[config.mk]
export PLATFORM = sky130hd
export DESIGN_NAME = ics_front_flat
export DESIGN_NICKNAME = d
export VERILOG_FILES = /design/src/hdl/ics_pkg.sv /design/src/hdl/ics_pixel_if.sv /design/src/hdl/ics_div.sv /design/src/hdl/ics_front.sv /design/src/flat_wrapper.sv
export SDC_FILE = /design/constraint.sdc
export NUM_CORES = 1
export LEC_CHECK = 0
export CAP_MARGIN = 10
export CORE_MARGIN = 2
export CORE_UTILIZATION = 45
export DETAILED_ROUTE_END_ITERATION = 6
export DONT_BUFFER_PORTS = 1
export RECOVER_POWER = 50
export SLEW_MARGIN = 20
export SYNTH_ARGS = -nofsm -noshare
export SYNTH_HDL_FRONTEND = slang
export SYNTH_SLANG_ARGS = --single-unit
[constraint.sdc]
create_clock -name clk -period 9.6 [get_ports clk]
set_clock_uncertainty 0.05 [all_clocks]
set_input_delay 2.88 -clock clk [delete_from_list [all_inputs] [get_ports clk]]
set_output_delay 2.88 -clock clk [all_outputs]
set_load 0.05 [all_outputs]
[src/hdl/ics_pkg.sv]
// Shared types and constants for the image colour statistics block.
package ics_pkg;

    localparam int MAX_PIXEL_BITS_DEF = 24;
    localparam int FRACTION_BITS_DEF  = 16;
    localparam int FRAC_MAX           = 20;
    localparam int SQRT_W             = 54;

    localparam int GRAY_R = 299;
    localparam int GRAY_G = 587;
    localparam int GRAY_B = 114;

    typedef struct packed {
        logic [7:0] red;
        logic [7:0] green;
        logic [7:0] blue;
        logic       last_pixel;
    } pixel_t;

    typedef struct packed {
        logic [15:0] mean_red;
        logic [15:0] mean_green;
        logic [15:0] mean_blue;
        logic [15:0] brightness;
        logic [15:0] mean_hue;
        logic [15:0] mean_saturation;
        logic [15:0] colorfulness;
        logic [15:0] contrast;
        logic        count_overflow;
    } result_t;

    // classified pixel handed from the front part to the back part
    typedef struct packed {
        logic [7:0]          red;
        logic [7:0]          green;
        logic [7:0]          blue;
        logic [FRAC_MAX-1:0] hue;
        logic [FRAC_MAX-1:0] sat;
        logic                last;
    } item_t;

    typedef enum logic [1:0] {
        F_IDLE,
        F_SAT,
        F_HUE,
        F_PUSH
    } front_state_t;

    typedef enum logic [2:0] {
        P_ACC,
        P_DIV,
        P_MUL,
        P_SUB,
        P_SQRT,
        P_SCALE,
        P_OUT
    } back_state_t;

endpackage

[src/hdl/ics_pixel_if.sv]
// Pixel and result channel interfaces.
interface ics_pixel_if;
    import ics_pkg::*;
    logic   valid;
    logic   ready;
    pixel_t data;
    modport source (output valid, output data, input ready);
    modport sink (input valid, input data, output ready);
endinterface


[src/hdl/ics_div.sv]
// Restoring divider, one quotient bit per cycle.
module ics_div #(
    parameter int NUM_W = 32,
    parameter int DEN_W = 16
) (
    input  logic             clk,
    input  logic             rst_n,
    input  logic             start,
    input  logic [NUM_W-1:0] num,
    input  logic [DEN_W-1:0] den,
    output logic             done,
    output logic [NUM_W-1:0] quo
);
    localparam int CNT_W = $clog2(NUM_W);

    logic             busy_reg, busy_next;
    logic             done_reg, done_next;
    logic [CNT_W-1:0] cnt_reg, cnt_next;
    logic [NUM_W-1:0] num_reg;
    logic [DEN_W-1:0] rem_reg;
    logic [DEN_W-1:0] den_reg;
    logic [DEN_W:0]   trial;
    logic [DEN_W:0]   diff;
    logic             ge;

    always_comb
    begin
        trial = {rem_reg, num_reg[NUM_W-1]};
        diff  = trial - {1'b0, den_reg};
        ge    = trial >= {1'b0, den_reg};
    end

    always_comb
    begin
        busy_next = busy_reg;
        done_next = 1'b0;
        cnt_next  = cnt_reg;
        if (start && !busy_reg)
        begin
            busy_next = 1'b1;
            cnt_next  = CNT_W'(NUM_W - 1);
        end
        else if (busy_reg)
        begin
            if (cnt_reg == '0)
            begin
                busy_next = 1'b0;
                done_next = 1'b1;
            end
            else
            begin
                cnt_next = cnt_reg - 1'b1;
            end
        end
    end

    always_ff @(posedge clk or negedge rst_n)
    begin
        if (!rst_n)
        begin
            busy_reg <= 1'b0;
            done_reg <= 1'b0;
            cnt_reg  <= '0;
        end
        else
        begin
            busy_reg <= busy_next;
            done_reg <= done_next;
            cnt_reg  <= cnt_next;
        end
    end

    // the numerator register turns into the quotient as bits shift out
    always_ff @(posedge clk)
    begin
        if (start && !busy_reg)
        begin
            num_reg <= num;
            den_reg <= den;
            rem_reg <= '0;
        end
        else if (busy_reg)
        begin
            num_reg <= {num_reg[NUM_W-2:0], ge};
            rem_reg <= ge ? diff[DEN_W-1:0] : trial[DEN_W-1:0];
        end
    end

    assign done = done_reg;
    assign quo  = num_reg;
endmodule

[src/hdl/ics_front.sv]
// Front part: takes a pixel and works out its HSV hue and saturation.
module ics_front #(
    parameter int FRACTION_BITS = ics_pkg::FRACTION_BITS_DEF
) (
    input  logic           clk,
    input  logic           rst_n,
    ics_pixel_if.sink      pixel,
    output logic           push_valid,
    input  logic           push_ready,
    output ics_pkg::item_t push_data
);
    import ics_pkg::*;

    localparam int F     = FRACTION_BITS;
    localparam int NUM_W = F + 12;
    localparam int DEN_W = 12;
    localparam logic [NUM_W-1:0] ONE_M1 = NUM_W'((1 << F) - 1);

    front_state_t state_reg, state_next;
    logic         started_reg, started_next;
    logic         div_start;
    logic         div_done;
    logic [NUM_W-1:0] div_num;
    logic [DEN_W-1:0] div_den;
    logic [NUM_W-1:0] div_quo;

    logic [7:0]  red_reg, green_reg, blue_reg;
    logic        last_reg;
    logic [7:0]  cmax_reg, delta_reg;
    logic [10:0] hnum_reg;
    logic [FRAC_MAX-1:0] hue_reg, sat_reg;

    logic [7:0]         cmax, cmin, delta;
    logic signed [12:0] hnum;
    logic               accept;

    assign accept = pixel.valid && pixel.ready;

    always_comb
    begin
        cmax = pixel.data.red;
        cmin = pixel.data.red;
        if (pixel.data.green > cmax) cmax = pixel.data.green;
        if (pixel.data.blue > cmax)  cmax = pixel.data.blue;
        if (pixel.data.green < cmin) cmin = pixel.data.green;
        if (pixel.data.blue < cmin)  cmin = pixel.data.blue;
        delta = cmax - cmin;
        // red wins ties for the maximum, then green
        if (cmax == pixel.data.red)
        begin
            hnum = $signed({5'b0, pixel.data.green}) - $signed({5'b0, pixel.data.blue});
            if (hnum < 0)
            begin
                hnum = hnum + $signed(13'(delta) * 13'd6);
            end
        end
        else if (cmax == pixel.data.green)
        begin
            hnum = $signed({5'b0, pixel.data.blue}) - $signed({5'b0, pixel.data.red})
                 + $signed(13'(delta) * 13'd2);
        end
        else
        begin
            hnum = $signed({5'b0, pixel.data.red}) - $signed({5'b0, pixel.data.green})
                 + $signed(13'(delta) * 13'd4);
        end
    end

    always_comb
    begin
        if (state_reg == F_SAT)
        begin
            div_num = (NUM_W'(delta_reg) << (F + 1)) + NUM_W'(cmax_reg);
            div_den = {3'b0, cmax_reg, 1'b0};
        end
        else
        begin
            div_num = (NUM_W'(hnum_reg) << (F + 1)) + NUM_W'(delta_reg) * NUM_W'(6);
            div_den = DEN_W'(delta_reg) * DEN_W'(12);
        end
    end

    ics_div #(
        .NUM_W (NUM_W),
        .DEN_W (DEN_W)
    ) u_div (
        .clk   (clk),
        .rst_n (rst_n),
        .start (div_start),
        .num   (div_num),
        .den   (div_den),
        .done  (div_done),
        .quo   (div_quo)
    );

    always_comb
    begin
        state_next   = state_reg;
        started_next = started_reg;
        div_start    = 1'b0;
        unique case (state_reg)
            F_IDLE:
            begin
                if (pixel.valid)
                begin
                    state_next = F_SAT;
                end
            end
            F_SAT:
            begin
                if (cmax_reg == 8'd0)
                begin
                    state_next = F_HUE;
                end
                else if (!started_reg)
                begin
                    div_start    = 1'b1;
                    started_next = 1'b1;
                end
                else if (div_done)
                begin
                    started_next = 1'b0;
                    state_next   = F_HUE;
                end
            end
            F_HUE:
            begin
                if (delta_reg == 8'd0)
                begin
                    state_next = F_PUSH;
                end
                else if (!started_reg)
                begin
                    div_start    = 1'b1;
                    started_next = 1'b1;
                end
                else if (div_done)
                begin
                    started_next = 1'b0;
                    state_next   = F_PUSH;
                end
            end
            F_PUSH:
            begin
                if (push_ready)
                begin
                    state_next = F_IDLE;
                end
            end
            default:
            begin
                state_next = F_IDLE;
            end
        endcase
    end

    always_ff @(posedge clk or negedge rst_n)
    begin
        if (!rst_n)
        begin
            state_reg   <= F_IDLE;
            started_reg <= 1'b0;
        end
        else
        begin
            state_reg   <= state_next;
            started_reg <= started_next;
        end
    end

    always_ff @(posedge clk)
    begin
        if (accept)
        begin
            red_reg   <= pixel.data.red;
            green_reg <= pixel.data.green;
            blue_reg  <= pixel.data.blue;
            last_reg  <= pixel.data.last_pixel;
            cmax_reg  <= cmax;
            delta_reg <= delta;
            hnum_reg  <= hnum[10:0];
        end
        if (state_reg == F_SAT)
        begin
            if (cmax_reg == 8'd0)
            begin
                sat_reg <= '0;
            end
            else if (started_reg && div_done)
            begin
                sat_reg <= (div_quo > ONE_M1) ? FRAC_MAX'(ONE_M1) : FRAC_MAX'(div_quo);
            end
        end
        if (state_reg == F_HUE)
        begin
            if (delta_reg == 8'd0)
            begin
                hue_reg <= '0;
            end
            else if (started_reg && div_done)
            begin
                hue_reg <= FRAC_MAX'(div_quo[F-1:0]);  // wraps a full turn to zero
            end
        end
    end

    assign pixel.ready          = state_reg == F_IDLE;
    assign push_valid           = state_reg == F_PUSH;
    assign push_data.red        = red_reg;
    assign push_data.green      = green_reg;
    assign push_data.blue       = blue_reg;
    assign push_data.hue        = hue_reg;
    assign push_data.sat        = sat_reg;
    assign push_data.last       = last_reg;
endmodule

[src/flat_wrapper.sv]
// flat-port wrapper written by rule: the top's interface ports become plain ports
module ics_front_flat import ics_pkg::*;
#(
    parameter int FRACTION_BITS = ics_pkg::FRACTION_BITS_DEF
)
  (clk, rst_n, push_valid, push_ready, push_data, pixel_valid, pixel_data, pixel_ready);
  ics_pixel_if pixel_i ();
  input  logic clk;
  input  logic rst_n;
  output logic push_valid;
  input  logic push_ready;
  output ics_pkg::item_t push_data;
  input wire logic [$bits(pixel_i.valid)-1:0] pixel_valid;
  input wire logic [$bits(pixel_i.data)-1:0] pixel_data;
  output wire logic [$bits(pixel_i.ready)-1:0] pixel_ready;
  assign pixel_i.valid = pixel_valid;
  assign pixel_i.data = pixel_data;
  assign pixel_ready = pixel_i.ready;
  ics_front #(.FRACTION_BITS(FRACTION_BITS)) u_core (.clk(clk), .rst_n(rst_n), .pixel(pixel_i), .push_valid(push_valid), .push_ready(push_ready), .push_data(push_data));
endmodule
==> summary.txt <==
Yosys
  – Async S/R FF share, synth: 6.71%
  – #FFs+latches synth: 149
  – Sequential share of the synthesized area: 41.4%
  – Synth unique cells: 70
  – Synthesized area per cell: 10.0 um2
  – Ys flop type: edfxtp_1
  – Synth warnings: 0
  – Post-Syn Area: 10400 um2
  – Post-synth EDFFs: 127
  – Syn Inst Count: 1040

Pwr
  – Total power: 0.00511 W
  – VDD IR-drop max: 0.312 mV
  – Pleak: 5.03 nW
  – Power density over the cells: 425 nW/um2

Floorplanning
  – I/O pins: 96
  – Die area: 24400 um2
  – Initial Util: 46.0%
  – Core area: 22600 um2
  – DIE HEIGHT: 156 um
  – Die width: 156 um
  – Rows: 55

Place
  – Setup WS pre-CTS: -244 ps
  – GPL Wtd Cong: 0.931
  – Post-DP HPWL: 19.1 mm
  – Placed instance area: 11300 um2
  – PortBufs: 0

Clocking
  – Sinks on Clock Net: 149
  – Hold buffers post-CTS: 0
  – # H-tree levels: 4
  – Clock slew at reported path FFs: 70 ps
  – CTS tree: yes
  – Clk buf depth: 2
  – Clk_lat worst skew: 430 ps
  – Root Buffer Master: clkbuf_16
  – Number of buffers created by CTS: 17

Worst setup path
  – CP max-delay cell: a211oi_4
  – Crit path launch type: input pin
  – CP arrival: 9310 ps
  – Reg2reg setup slack: 5080 ps
  – Most used cell, CP: ha_1
  – Critical path endpoint category: flop
  – Worst Path Required: 9730 ps
  – Setup CP Type: input pin to flop
  – Max incr delay on CP: 380 ps
  – Critical Path Fanout Max: 6

STA
  – Fmax: 0.109 GHz
  – Min cycle time layout: 9180 ps
  – Pins over their slew limit: 115
  – Fin. Hold Viols: 0
  – Worst slew margin: -97.7%
  – Tcrit/Tclk final: 95.7%
  – Worst-Margin Slew: 2940 ps
  – Setup violators final: 0
  – Min setup slack post-route: 416 ps

Global route
  – First-pass GRT wire length: 39.9 mm
  – GR Overflow Total: 0
  – Initial antenna violation count: 0
  – Global Route Usage Sum: 21.0%
  – Largest net degree at the start of global routing: 53
  – Number of global-route vias before repair: 7570

Finish
  – Max FFs per register: 28
  – Layout cells sized above 1: 14.3%
  – Design area: 12000 um2
  – Synth-to-Final Area Change: 15.7%
  – NumNets Final: 1263
  – ANT cells: 0
  – Fillers: 2041

Routing
  – Starting DRT DRC Count: 381
  – Final WL: 24.6 mm
  – Via density: 5.39
  – Total iterations of the first detailed-routing run: 4
  – Wirelength per Cell: 17.3 um
  – Post-route ant nets: 0
  – DRC Markers: 0
  – Vias: 7648

Job
  – Max Cap Viol: 3

Status
  – Failing checks: max-capacitance violations, max-slew violations
  – Outcome: complete, but fails checks

Hold path
  – Hold Path Class: flop to flop
-- critical path: cells and delay by family --
kind	cells	cell delay [ps]
AOI/OAI and AO/OA	10	1810
xor gates and xnor gates	3	450
adders and majority gates	8	2560
buffers and inverters	3	130
muxes	1	250
and+or+nand+nor	10	1230
-- worst paths after layout --
path / start / endpoint / depth (start not counted)
min in group asynchronous: rst_n / u_core.started_reg$_DFFE_PN0P_ / 0
max: pixel_data[11] / u_core.hnum_reg[10]$_DFFE_PP_ / 35
max reg2reg: u_core.state_reg[1]$_DFFE_PN0P_ / u_core.sat_reg[8]$_SDFFCE_PP0P_ / 4
min reg2reg: u_core.u_div.rem_reg[11]$_SDFFE_PP0P_ / u_core.u_div.rem_reg[11]$_SDFFE_PP0P_ / 1
min: u_core.u_div.rem_reg[11]$_SDFFE_PP0P_ / u_core.u_div.rem_reg[11]$_SDFFE_PP0P_ / 1
max in group asynchronous: rst_n / u_core.u_div.cnt_reg[4]$_DFFE_PN0P_ / 0
-- synth_stat cells (21+ instances only) --
master | count | area [um2]
edfxtp_1 | 127 | 3810
inv_1 | 106 | 398
ha_1 | 104 | 1300
nand2_1 | 97 | 364
a21oi_1 | 79 | 395
xnor2_1 | 68 | 596
o21ai_0 | 62 | 310
nor2_1 | 44 | 165
and2_1 | 25 | 156
clkbuf_1 | 24 | 90.1
xor2_1 | 24 | 210
o21bai_1 | 22 | 165
a21o_1 | 21 | 158
mux2i_1 | 21 | 210
-- timing repair --
action                                  CTS  global route
endpoints found under the hold margin     0             0
endpoints found under the setup margin    0             4
gates resized for setup                   0            23
buffers inserted                          0             4
-- area by class of cell --
type | instances | area (um2) | share of cell area [%]
multi-input combinational | 758 | 5720 | 47.5
sequential | 149 | 4300 | 35.8
timing repair buffer | 88 | 646 | 5.36
clock buffer | 17 | 425 | 3.53
inverter | 106 | 398 | 3.31
tap | 285 | 357 | 2.96
clock inverter | 15 | 184 | 1.53
-- where the power goes --
| part | leakage, nW | switching (W) | internal (W) |
|---|---|---|---|
| clock | 0.291 | 0.000321 | 0.000354 |
| combinational | 3.39 | 0.00168 | 0.00158 |
| sequential | 1.35 | 0.000182 | 0.000992 |
-- per-stage QoR --
stage,hold slack (ps),instances,setup TNS (ps),util (%)
after floorplan,400,1047,0,-
after global placement,415,1382,-64.8,50.1
after detailed placement,426,1382,-380,50.1
after CTS,447,1414,0,52.8
after global routing,470,1418,-20.5,53.2
final,443,1418,0,53.2
-- cell families (layout without fill, tap and decap cells) --
| logic type | after synthesis | in the layout | synth area share, % |
|---|---|---|---|
| AOI/OAI and AO/OA | 262 | 262 | 16.0 |
| and+or+nand+nor | 249 | 249 | 11.6 |
| buffers and inverters | 140 | 226 | 5.39 |
| other | 1 | 8 | 0.0360 |
| xor gates and xnor gates | 93 | 93 | 7.90 |
| adders and majority gates | 119 | 119 | 14.9 |
| DFF | 149 | 149 | 41.4 |
| muxes | 27 | 27 | 2.78 |
-- per-layer routing --
layer  vias up  part of all wire (%)  global-route usage [%]
met3        32                   3.4                    3.94
li1       3841                     -                       -
met4         0                   2.4                    7.12
met5         -                     0                       0
met1      3644                    46                    26.7
met2       131                    48                    36.1
-- layout by cell type, fill, tap and decap left out, drive strengths merged, types with 44 or more instances in the layout --
cell type / synthesis / layout
inv: 106 / 114
a21oi: 80 / 80
buf: 10 / 83
xnor2: 68 / 68
ha: 104 / 104
o21ai: 66 / 66
nor2: 44 / 44
edfxtp: 127 / 127
nand2: 97 / 97
No activity file was read; power rests on OpenSTA's default activity.
