--- config.mk ---
export PLATFORM = sky130hd
export DESIGN_NAME = ics_queue
export DESIGN_NICKNAME = d
export VERILOG_FILES = /design/src/hdl/ics_pkg.sv /design/src/hdl/ics_queue.sv
export SDC_FILE = /design/constraint.sdc
export NUM_CORES = 1
export LEC_CHECK = 0
export BUFFER_PORTS_ARGS = -buffer_cell sky130_fd_sc_hd__buf_4
export CAP_MARGIN = 25
export CELL_PAD_IN_SITES_DETAIL_PLACEMENT = 1
export CELL_PAD_IN_SITES_GLOBAL_PLACEMENT = 2
export CORE_MARGIN = 2
export CORE_UTILIZATION = 38
export DETAILED_ROUTE_END_ITERATION = 8
export GPL_TIMING_DRIVEN = 0
export PLACE_DENSITY = 0.86
export SKIP_CTS_REPAIR_TIMING = 1
export SLEW_MARGIN = 0
export SYNTH_ARGS = -nofsm -noshare
export SYNTH_HDL_FRONTEND = slang
export SYNTH_SLANG_ARGS = --single-unit
--- constraint.sdc ---
create_clock -name clk -period 5.2 [get_ports clk]
set_input_delay 1.56 -clock clk [delete_from_list [all_inputs] [get_ports clk]]
set_output_delay 1.56 -clock clk [all_outputs]
set_load 0.03 [all_outputs]
--- src/hdl/ics_pkg.sv ---
// Shared types and constants for the image colour statistics block.
package ics_pkg;

    localparam int MAX_PIXEL_BITS_DEF = 24;
    localparam int FRACTION_BITS_DEF  = 16;
    localparam int FRAC_MAX           = 20;
    localparam int SQRT_W             = 54;

    localparam int GRAY_R = 299;
    localparam int GRAY_G = 587;
    localparam int GRAY_B = 114;

    typedef struct packed {
        logic [7:0] red;
        logic [7:0] green;
        logic [7:0] blue;
        logic       last_pixel;
    } pixel_t;

    typedef struct packed {
        logic [15:0] mean_red;
        logic [15:0] mean_green;
        logic [15:0] mean_blue;
        logic [15:0] brightness;
        logic [15:0] mean_hue;
        logic [15:0] mean_saturation;
        logic [15:0] colorfulness;
        logic [15:0] contrast;
        logic        count_overflow;
    } result_t;

    // classified pixel handed from the front part to the back part
    typedef struct packed {
        logic [7:0]          red;
        logic [7:0]          green;
        logic [7:0]          blue;
        logic [FRAC_MAX-1:0] hue;
        logic [FRAC_MAX-1:0] sat;
        logic                last;
    } item_t;

    typedef enum logic [1:0] {
        F_IDLE,
        F_SAT,
        F_HUE,
        F_PUSH
    } front_state_t;

    typedef enum logic [2:0] {
        P_ACC,
        P_DIV,
        P_MUL,
        P_SUB,
        P_SQRT,
        P_SCALE,
        P_OUT
    } back_state_t;

endpackage

--- src/hdl/ics_queue.sv ---
// Two-entry item queue between the front and back parts.
module ics_queue (
    input  logic           clk,
    input  logic           rst_n,
    input  logic           push_valid,
    output logic           push_ready,
    input  ics_pkg::item_t push_data,
    output logic           pop_valid,
    input  logic           pop_ready,
    output ics_pkg::item_t pop_data
);
    import ics_pkg::*;

    item_t      mem_reg [2];
    logic       wr_ptr_reg, wr_ptr_next;
    logic       rd_ptr_reg, rd_ptr_next;
    logic [1:0] fill_reg, fill_next;
    logic       push_fire;
    logic       pop_fire;

    assign push_ready = fill_reg != 2'd2;
    assign pop_valid  = fill_reg != 2'd0;
    assign pop_data   = mem_reg[rd_ptr_reg];
    assign push_fire  = push_valid && push_ready;
    assign pop_fire   = pop_valid && pop_ready;

    always_comb
    begin
        wr_ptr_next = push_fire ? !wr_ptr_reg : wr_ptr_reg;
        rd_ptr_next = pop_fire ? !rd_ptr_reg : rd_ptr_reg;
        fill_next   = fill_reg + {1'b0, push_fire} - {1'b0, pop_fire};
    end

    always_ff @(posedge clk or negedge rst_n)
    begin
        if (!rst_n)
        begin
            wr_ptr_reg <= 1'b0;
            rd_ptr_reg <= 1'b0;
            fill_reg   <= 2'd0;
        end
        else
        begin
            wr_ptr_reg <= wr_ptr_next;
            rd_ptr_reg <= rd_ptr_next;
            fill_reg   <= fill_next;
        end
    end

    always_ff @(posedge clk)
    begin
        if (push_fire)
        begin
            mem_reg[wr_ptr_reg] <= push_data;
        end
    end
endmodule

==> impl_metrics.toml, run 1 <==
[synth]
netlist_area_sq_mm = 0.00492
synthArstFlopShare_pct = 2.99
post_synth_num_cell_types = 19
ys_seq_elements = 134
synth_top_cell_area_share_pct = 79.3
synth_compound_area_share_pct = 0.483
muxShareOfSynthArea_pct = 14.9
synth_xor_area_share_pct = 0.534
synth_top_flop_cell = "edfxtp_1"
synth.cells.most_frequent = "130 x edfxtp_1, 65 x mux2_2, 4 x buf_6, 4 x dfrtp_1"
synth_fp_nets = 294
synth.yosys.seq_area_share_pct = 81.4
synth_fa_ha_area_share_pct = 0.254
synthCells = 224
yosys_warnings = 0
synth_top_family_by_area = "multiplexers"
ys_top_cells_by_area = "edfxtp_1 79%, mux2_2 15%, dfrtp_1 2.0%, buf_6 0.92%, xnor2_1 0.53%"
synth-edff-count = 130
syn_avg_cell_area_sq_um = 22.0
synthMostInstantiatedCell = "edfxtp_1"
yosysTopAreaCell = "edfxtp_1"
yosys.area_share.simple_pct = 1.22

[route]
wl_mm = 9.83
wl_per_cell_um = 17.4
drcViolationCount = 0
drtIter0Drc = 157
vias_per_cell = 4.62
vias = 2615
drtPass1Iterations = 4
ant_nets = 0

[placed_design]
post-place-ws_ns = 2.22
hpwl_mm = 6.55
place_congestion = 0.682
io_buffer_count = 135
dp_cells = 534

[floorplanning]
start_util_pct = 39.0
num_rows = 41
io_pins = 136
die_y_um = 118
core_area_sq_mm = 0.0126
chipWidth_um = 118
die_area_sq_mm = 0.0139

[timing]
rsz0062_at_grt = "no"
fmax_mhz = 307
hold_ws_ns = 0.559
finalHoldViolCount = 0
tightestPinTransition_ns = 0.657
fin_ws_ns = 1.94
fin_crit_ns = 3.26
slew_viol_final = 0
slew_headroom_pct = 56.1
setup_viol_count_final = 0
finalCritPeriodShare_pct = 62.7
clock_skew_ns = 0.00479

[worst_setup_path]
endpoint_kind = "primary output"
crit_path_end = "pop_data[25]"
critPathArrivalTime_ns = 1.70
required_ns = 3.64
r2r_cells = 4
crit_fanout = 10
critPathLaunch = "rd_ptr_reg"
crit_type = "flip-flop to primary output"
reg2reg_slack_ns = 3.34
reg2reg_to = "mem_reg[0][54]"
start_kind = "flip-flop"
reg2reg_from = "fill_reg[0]"

[grt]
grt_start_max_net_pins = 44
grt_first_pass_wirelength_mm = 15.7
track_usage_pct = 15.0
grt_pass1_vias = 2963
grt_antenna_before_repair = 0
grt_overflow = 0

[cells_and_area]
largest_reg_flops = 130
syn2layout_area_growth_pct = 39.5
fin_nets = 451
final_cell_count_no_fill = 566
drive_gt1_share_pct = 62.4
num_antenna_cells = 0
finalCoreUtilization_pct = 54.4

[power_and_ir_drop]
cellPowerDensity_mw_per_mm2 = 641
ir_drop_mv = 0.292
leakagePower_nw = 2.57
total_power_w = 0.00440

[clocking]
cts_buffers = 17
cts_root_buffer = "clkbuf_16"
cts_tree = "done"
cts_sinks = 134
clkTransAtPathRegs_ns = 0.06
clockBufferDepth = 2
cts_htree_levels = 4
clock_latency_ns = 0.41

[hold_path]
min_from = "wr_ptr_reg"
hp-class = "flip-flop to flip-flop"

[outcome]
outcome = "finished, final reports clean"

[flow_run]
maxCapViolCount = 0
-- cell usage in the layout, fill, tap and decap left out, types with 3 or more instances in the layout --
master	instances
clkinvlp_4	4
clkbuf_16	17
edfxtp_1	130
clkinv_4	3
buf_6	4
xnor2_1	3
mux2_2	65
bufinv_16	4
buf_4	136
dfrtp_1	4
-- cell families (layout without fill, tap and decap cells) --
kind of cell,count (synthesis),count (layout)
AOI/OAI and AO/OA,3,3
buffers and inverters,7,177
adders and majority gates,1,1
and+or+nand+nor,11,11
DFF,134,134
muxes,65,65
xor gates and xnor gates,3,3
-- worst max-delay path, cell delays in order, from the launching register on --
cell	delay (ns)
dfrtp_1	0.35
buf_4	0.22
buf_6	0.19
mux2_2	0.36
buf_4	0.17
-- final cells by class --
class / instances / area (sq um)
plain buffers: 7 / 62.6
clock buffers: 17 / 425
clock inverters: 15 / 204
fillers: 1173 / 5750
multi-input cells: 83 / 866
flip-flops and latches: 134 / 4000
well taps: 172 / 215
repair buffers: 138 / 1090
-- where the power goes --
group          internal, W  total, W  switching (W)
clock network     0.000805   0.00125       0.000450
registers          0.00148   0.00154      0.0000651
logic             0.000667   0.00161       0.000941
-- worst min path at each step --
stage | end | slack [ns] | depth (start not counted)
after floorplan | wr_ptr_reg | 0.46 | 1
after global placement | wr_ptr_reg | 0.47 | 1
after detailed placement | wr_ptr_reg | 0.55 | 1
after CTS | wr_ptr_reg | 0.57 | 1
after global routing | wr_ptr_reg | 0.59 | 1
final | wr_ptr_reg | 0.56 | 1
-- metrics by stage --
step	setup TNS, ns	cell area (sq um)
2_1_floorplan	0	4920
3_3_place_gp	-88.74	6150
3_5_place_dp	0	6240
4_1_cts	0	6870
5_1_grt	0	6870
6_report	0	6870
-- routing by layer --
layer	vias to the layer above	wire, um	global-route usage, %
li1	1206	-	-
met1	1307	3860	16.9
met2	86	5250	25.5
met3	16	519	4.94
met4	0	196	7.38
met5	-	0	0
(Power assumes the default switching activity.)
==> run 2, diff against run 1 <==
--- a/config.mk
+++ b/config.mk
@@ -5,15 +5,16 @@
 export SDC_FILE = /design/constraint.sdc
 export NUM_CORES = 1
 export LEC_CHECK = 0
+export ABC_AREA = 1
 export BUFFER_PORTS_ARGS = -buffer_cell sky130_fd_sc_hd__buf_4
 export CAP_MARGIN = 25
 export CELL_PAD_IN_SITES_DETAIL_PLACEMENT = 1
 export CELL_PAD_IN_SITES_GLOBAL_PLACEMENT = 2
 export CORE_MARGIN = 2
-export CORE_UTILIZATION = 38
+export CORE_UTILIZATION = 31
 export DETAILED_ROUTE_END_ITERATION = 8
 export GPL_TIMING_DRIVEN = 0
-export PLACE_DENSITY = 0.86
+export PLACE_DENSITY = 0.82
 export SKIP_CTS_REPAIR_TIMING = 1
 export SLEW_MARGIN = 0
 export SYNTH_ARGS = -nofsm -noshare
==> constraint.sdc (replaced) <==
create_clock -name clk -period 3 [get_ports clk]
set_input_delay 0.9 -clock clk [delete_from_list [all_inputs] [get_ports clk]]
set_output_delay 0.9 -clock clk [all_outputs]
set_load 0.03 [all_outputs]
==> impl_metrics.toml, run 2 <==
[route]
wl_per_cell_um = 15.0
highest_layer = "met4"
vias_per_cell = 4.23
wl_met2_mm = 6.06
drtIter0Drc = 110
drtPass1Iterations = 4
drcViolationCount = 0
wl_met1_mm = 4.42
ant_nets = 0
wl_met3_um = 733
wl_mm = 11.4
vias = 3203

[worst_setup_path]
critPathArrivalTime_ns = 1.60
crit_type = "flip-flop to primary output"
crit_fanout = 10
start_kind = "flip-flop"
r2r_cells = 4
reg2reg_slack_ns = 0.95
reg2reg_to = "mem_reg[0][36]"
endpoint_kind = "primary output"
reg2reg_from = "fill_reg[1]"
required_ns = 2.10

[outcome]
outcome = "finished, final reports clean"

[timing]
clock_skew_ns = 0.00913
slew_headroom_pct = 48.0
fin_ws_ns = 0.499
setup_viol_count_final = 0
slew_viol_final = 0
fmax_mhz = 400
fin_crit_ns = 2.50
finalHoldViolCount = 0
tightestPinTransition_ns = 0.778
rsz0062_at_grt = "no"
fin_tns_setup_ns = 0
finalCritPeriodShare_pct = 83.4

[synth]
ys_top_cells_by_area = "edfxtp_1 79%, nand2_1 15%, dfrtp_1 2.0%, buf_4 1.1%, buf_6 0.91%"
synth_fa_ha_area_share_pct = 0.252
synth_fp_nets = 441
synth.yosys.seq_area_share_pct = 80.5
yosysTopAreaCell = "edfxtp_1"
synth.cells.most_frequent = "204 x nand2_1, 130 x edfxtp_1, 7 x buf_4, 7 x inv_1, 5 x nor2_1"
synth_top_cell_area_share_pct = 78.5
muxShareOfSynthArea_pct = 0
yosys.area_share.simple_pct = 16.0
synth_top_family_by_area = "simple AND/OR/NAND/NOR gates"
ys_seq_elements = 134
netlist_area_sq_mm = 0.00497
syn_avg_cell_area_sq_um = 13.4
synth_top_flop_cell = "edfxtp_1"
synth_xor_area_share_pct = 0.176
synthCells = 371
yosys_warnings = 0
synthArstFlopShare_pct = 2.99
synthMostInstantiatedCell = "nand2_1"
synth-edff-count = 130
synth_compound_area_share_pct = 0.201
post_synth_num_cell_types = 15

[cells_and_area]
num_antenna_cells = 0
drive_gt1_share_pct = 33.6
final_cell_count_no_fill = 758
layout_commonest_cell = "nand2_1"
finalCoreUtilization_pct = 44.1
syn2layout_area_growth_pct = 39.8
largest_reg_flops = 130
final_cell_mix = "204 x nand2_1, 142 x buf_4, 130 x edfxtp_1, 17 x clkbuf_16, 7 x inv_1"
fin_nets = 599

[floorplanning]
start_util_pct = 31.5
io_pins = 136
core_area_sq_mm = 0.0158
chipWidth_um = 131
die_y_um = 131
num_rows = 46
die_area_sq_mm = 0.0171

[clocking]
clock_latency_ns = 0.41
cts_root_buffer = "clkbuf_16"
clockBufferDepth = 2
cts_sinks = 134
cts_buffers = 17
cts_tree = "done"
cts_htree_levels = 4
clkTransAtPathRegs_ns = 0.06

[hold_path]
hp-class = "input port to asynchronous set/reset pin"

[power_and_ir_drop]
ir_drop_mv = 0.564
cellPowerDensity_mw_per_mm2 = 1140
leakagePower_nw = 2.96
total_power_w = 0.00796

[placed_design]
post-place-ws_ns = 0.516
place_congestion = 0.717
dp_cells = 726
io_buffer_count = 135
hpwl_mm = 8.07

[grt]
grt_pass1_vias = 3478
track_usage_pct = 13.9
grt_start_max_net_pins = 33
grt_first_pass_wirelength_mm = 17.5
grt_antenna_before_repair = 0
grt_overflow = 0

[flow_run]
maxCapViolCount = 0
[run 2: changes by cell type after synthesis, moves of 2 or more]
| cell | delta |
|---|---|
| inv_1 | +7 |
| xnor2_1 | -3 |
| mux2_2 | -65 |
| buf_4 | +6 |
| nor2_1 | +2 |
| nand2_1 | +202 |
[run 2: final cells by class]
type,instances,area (sq um)
fill,1706,8820
sequential,134,4000
timing repair buffer,139,1110
multi-input combinational,215,841
clock buffer,23,458
tap,216,270
clock inverter,9,128
buffer,14,111
inverter,8,30.0
[run 2: worst max path at each step]
stage | startpoint | endpoint | cells after the start
CTS | rd_ptr_reg | pop_data[14] | 5
detailed placement | push_valid | mem_reg[0][40] | 4
finish | rd_ptr_reg | pop_data[14] | 5
global placement | push_valid | mem_reg[1][37] | 3
floorplan | push_valid | mem_reg[1][0] | 2
global route | rd_ptr_reg | pop_data[21] | 5
[run 2: power by group]
part	switching, W	total, W	leakage (nW)	internal (W)
logic	0.00214	0.00323	1.43	0.00109
clock network	0.000733	0.00206	0.277	0.00132
registers	0.000115	0.00267	1.25	0.00255
total	0.00299	0.00796	2.96	0.00497
[run 2: logic make-up after synthesis]
group	count (synthesis)
AO/OA/AOI/OAI	2
XOR/XNOR	1
adder cells (fa/ha/maj)	1
buffers and inverters	22
flip-flops	134
AND/OR/NAND/NOR	211
[run 2: per-layer routing]
| metal | global-route usage (%) | up-vias |
|---|---|---|
| met4 | 5.44 | 0 |
| met2 | 24.8 | 95 |
| li1 | - | 1558 |
| met3 | 5.37 | 12 |
| met1 | 15.0 | 1538 |
| met5 | 0 | - |
[run 2: critical path, stage by stage, from the launching register on]
cell	delay, ns
dfrtp_1	0.39
inv_2	0.07
clkbuf_1	0.37
nand2_1	0.10
nand2_1	0.09
buf_4	0.16
[run 2: stage by stage]
stage                     area (sq um)  hold WS, ns
after floorplan                   4980        0.504
after global placement            6260        0.517
after detailed placement          6360        0.570
after CTS                         6950        0.250
after global routing              6950        0.251
final                             6950        0.274
==> run 3, diff against run 2 <==
--- a/config.mk
+++ b/config.mk
@@ -11,10 +11,10 @@
 export CELL_PAD_IN_SITES_DETAIL_PLACEMENT = 1
 export CELL_PAD_IN_SITES_GLOBAL_PLACEMENT = 2
 export CORE_MARGIN = 2
-export CORE_UTILIZATION = 31
+export CORE_UTILIZATION = 34
 export DETAILED_ROUTE_END_ITERATION = 8
 export GPL_TIMING_DRIVEN = 0
-export PLACE_DENSITY = 0.82
+export PLACE_DENSITY = 0.85
 export SKIP_CTS_REPAIR_TIMING = 1
 export SLEW_MARGIN = 0
 export SYNTH_ARGS = -nofsm -noshare
==> constraint.sdc (replaced) <==
create_clock -name clk -period 2.4 [get_ports clk]
set_input_delay 0.72 -clock clk [delete_from_list [all_inputs] [get_ports clk]]
set_output_delay 0.72 -clock clk [all_outputs]
set_load 0.03 [all_outputs]
==> impl_metrics.toml, run 3 (synthesis gave the netlist of run 2 again) <==
[power_and_ir_drop]
p_clk_share_pct = 26.6
cellPowerDensity_mw_per_mm2 = 1440
p_int_w = 0.00626
switchingPower_w = 0.00374
seqPwrFrac_pct = 33.4
sw_frac_of_total_pct = 37.4
comb_power_share_pct = 40.1
leakagePower_nw = 2.97
ir_drop_mv = 0.639
total_power_w = 0.0100

[grt]
grt_antenna_before_repair = 0
grt_overflow = 0
grt_start_max_net_pins = 32
track_usage_pct = 14.8
grt_pass1_vias = 3484
grt_first_pass_wirelength_mm = 17.6

[timing]
slew_headroom_pct = 70.7
fmax_mhz = 441
rsz0062_at_grt = "no"
fin_crit_ns = 2.27
fin_ws_ns = 0.135
setup_viol_count_final = 0
slew_viol_final = 0
tightestPinTransition_ns = 0.438
finalHoldViolCount = 0
finalCritPeriodShare_pct = 94.4
clock_skew_ns = 0.00489

[worst_setup_path]
crit_fanout = 10
start_kind = "flip-flop"
required_ns = 1.68
crit_type = "flip-flop to primary output"
critPathArrivalTime_ns = 1.55
endpoint_kind = "primary output"

[route]
drtIter0Drc = 130
ant_nets = 0
drtPass1Iterations = 7
vias = 3214
wl_mm = 11.0
vias_per_cell = 4.43
drcViolationCount = 0
wl_per_cell_um = 15.1

[cells_and_area]
syn2layout_area_growth_pct = 39.3
final_cell_mix = "204 x nand2_1, 142 x buf_4, 130 x edfxtp_1, 17 x clkbuf_16, 7 x inv_1"
fin_nets = 599
largest_reg_flops = 130
drive_gt1_share_pct = 34.1
layout_commonest_cell = "nand2_1"
final_cell_count_no_fill = 726
num_antenna_cells = 0

[floorplanning]
start_util_pct = 34.5
die_area_sq_mm = 0.0156
die_y_um = 125
num_rows = 44
core_area_sq_mm = 0.0144
chipWidth_um = 125
io_pins = 136

[hold_path]
hp-class = "input port to asynchronous set/reset pin"

[clocking]
cts_sinks = 134
cts_root_buffer = "clkbuf_16"
cts_buffers = 17
clkTransAtPathRegs_ns = 0.06
cts_tree = "done"
clockBufferDepth = 2
cts_htree_levels = 4
clock_latency_ns = 0.41

[outcome]
outcome = "finished, final reports clean"

[placed_design]
place_congestion = 0.707
post-place-ws_ns = 0.168
dp_cells = 694
io_buffer_count = 135
hpwl_mm = 7.48

[flow_run]
maxCapViolCount = 0
## run 3: metal layers
metal	up-vias	global-route usage [%]	routed length, um
met4	0	7.25	237
met5	-	0	0
met1	1537	17.1	4510
met2	95	24.9	5630
li1	1562	-	-
met3	20	4.77	618
## run 3: per-stage QoR
step / utilization, % / setup TNS (ns) / area, sq um / hold WS [ns]
final: 48.0 / 0 / 6920 / 0.0900
after global routing: 48.0 / 0 / 6920 / 0.0724
after CTS: 48.0 / -0.0194 / 6920 / 0.0691
after detailed placement: 43.7 / 0 / 6310 / 0.523
after global placement: 43.1 / -222.09 / 6220 / 0.516
after floorplan: - / -79.88 / 4980 / 0.424
## run 3: critical path: stages, from the launching register on
cell,delay (ns)
dfrtp_1,0.40
inv_2,0.07
buf_4,0.20
buf_6,0.17
nand2_1,0.06
nand2_1,0.07
buf_4,0.16
## run 3: final timing paths
| path | startpoint | endpoint | slack [ns] | depth (start not counted) |
|---|---|---|---|---|
| setup / recovery | rd_ptr_reg | pop_data[56] | 0.13 | 6 |
| hold / removal | rst_n | wr_ptr_reg | 0.09 | 1 |
| setup reg to reg | fill_reg[1] | mem_reg[1][29] | 0.43 | 5 |
| hold reg to reg | fill_reg[0] | fill_reg[0] | 0.57 | 1 |
| max in group asynchronous | rst_n | rd_ptr_reg | 2.20 | 1 |
| min in group clk | push_data[13] | mem_reg[1][13] | 0.49 | 1 |
## run 3: layout make-up
class                   instances  area (sq um)
plain buffers                  14           113
clock buffers                  17           425
clock inverters                15           186
fillers                      1499          7500
inverters                       8          30.0
multi-input cells             215           841
flip-flops and latches        134          4000
well taps                     184           230
repair buffers                139          1090
## run 3: power groups by stage
| stage | logic, W | registers [W] | clock network, W |
|---|---|---|---|
| floorplan | 0.00246 | 0.00337 | 0 |
| global placement | 0.00391 | 0.00341 | 0 |
| detailed placement | 0.00409 | 0.00339 | 0 |
| CTS | 0.00410 | 0.00334 | 0.00273 |
| global route | 0.00436 | 0.00338 | 0.00282 |
| finish | 0.00401 | 0.00334 | 0.00266 |
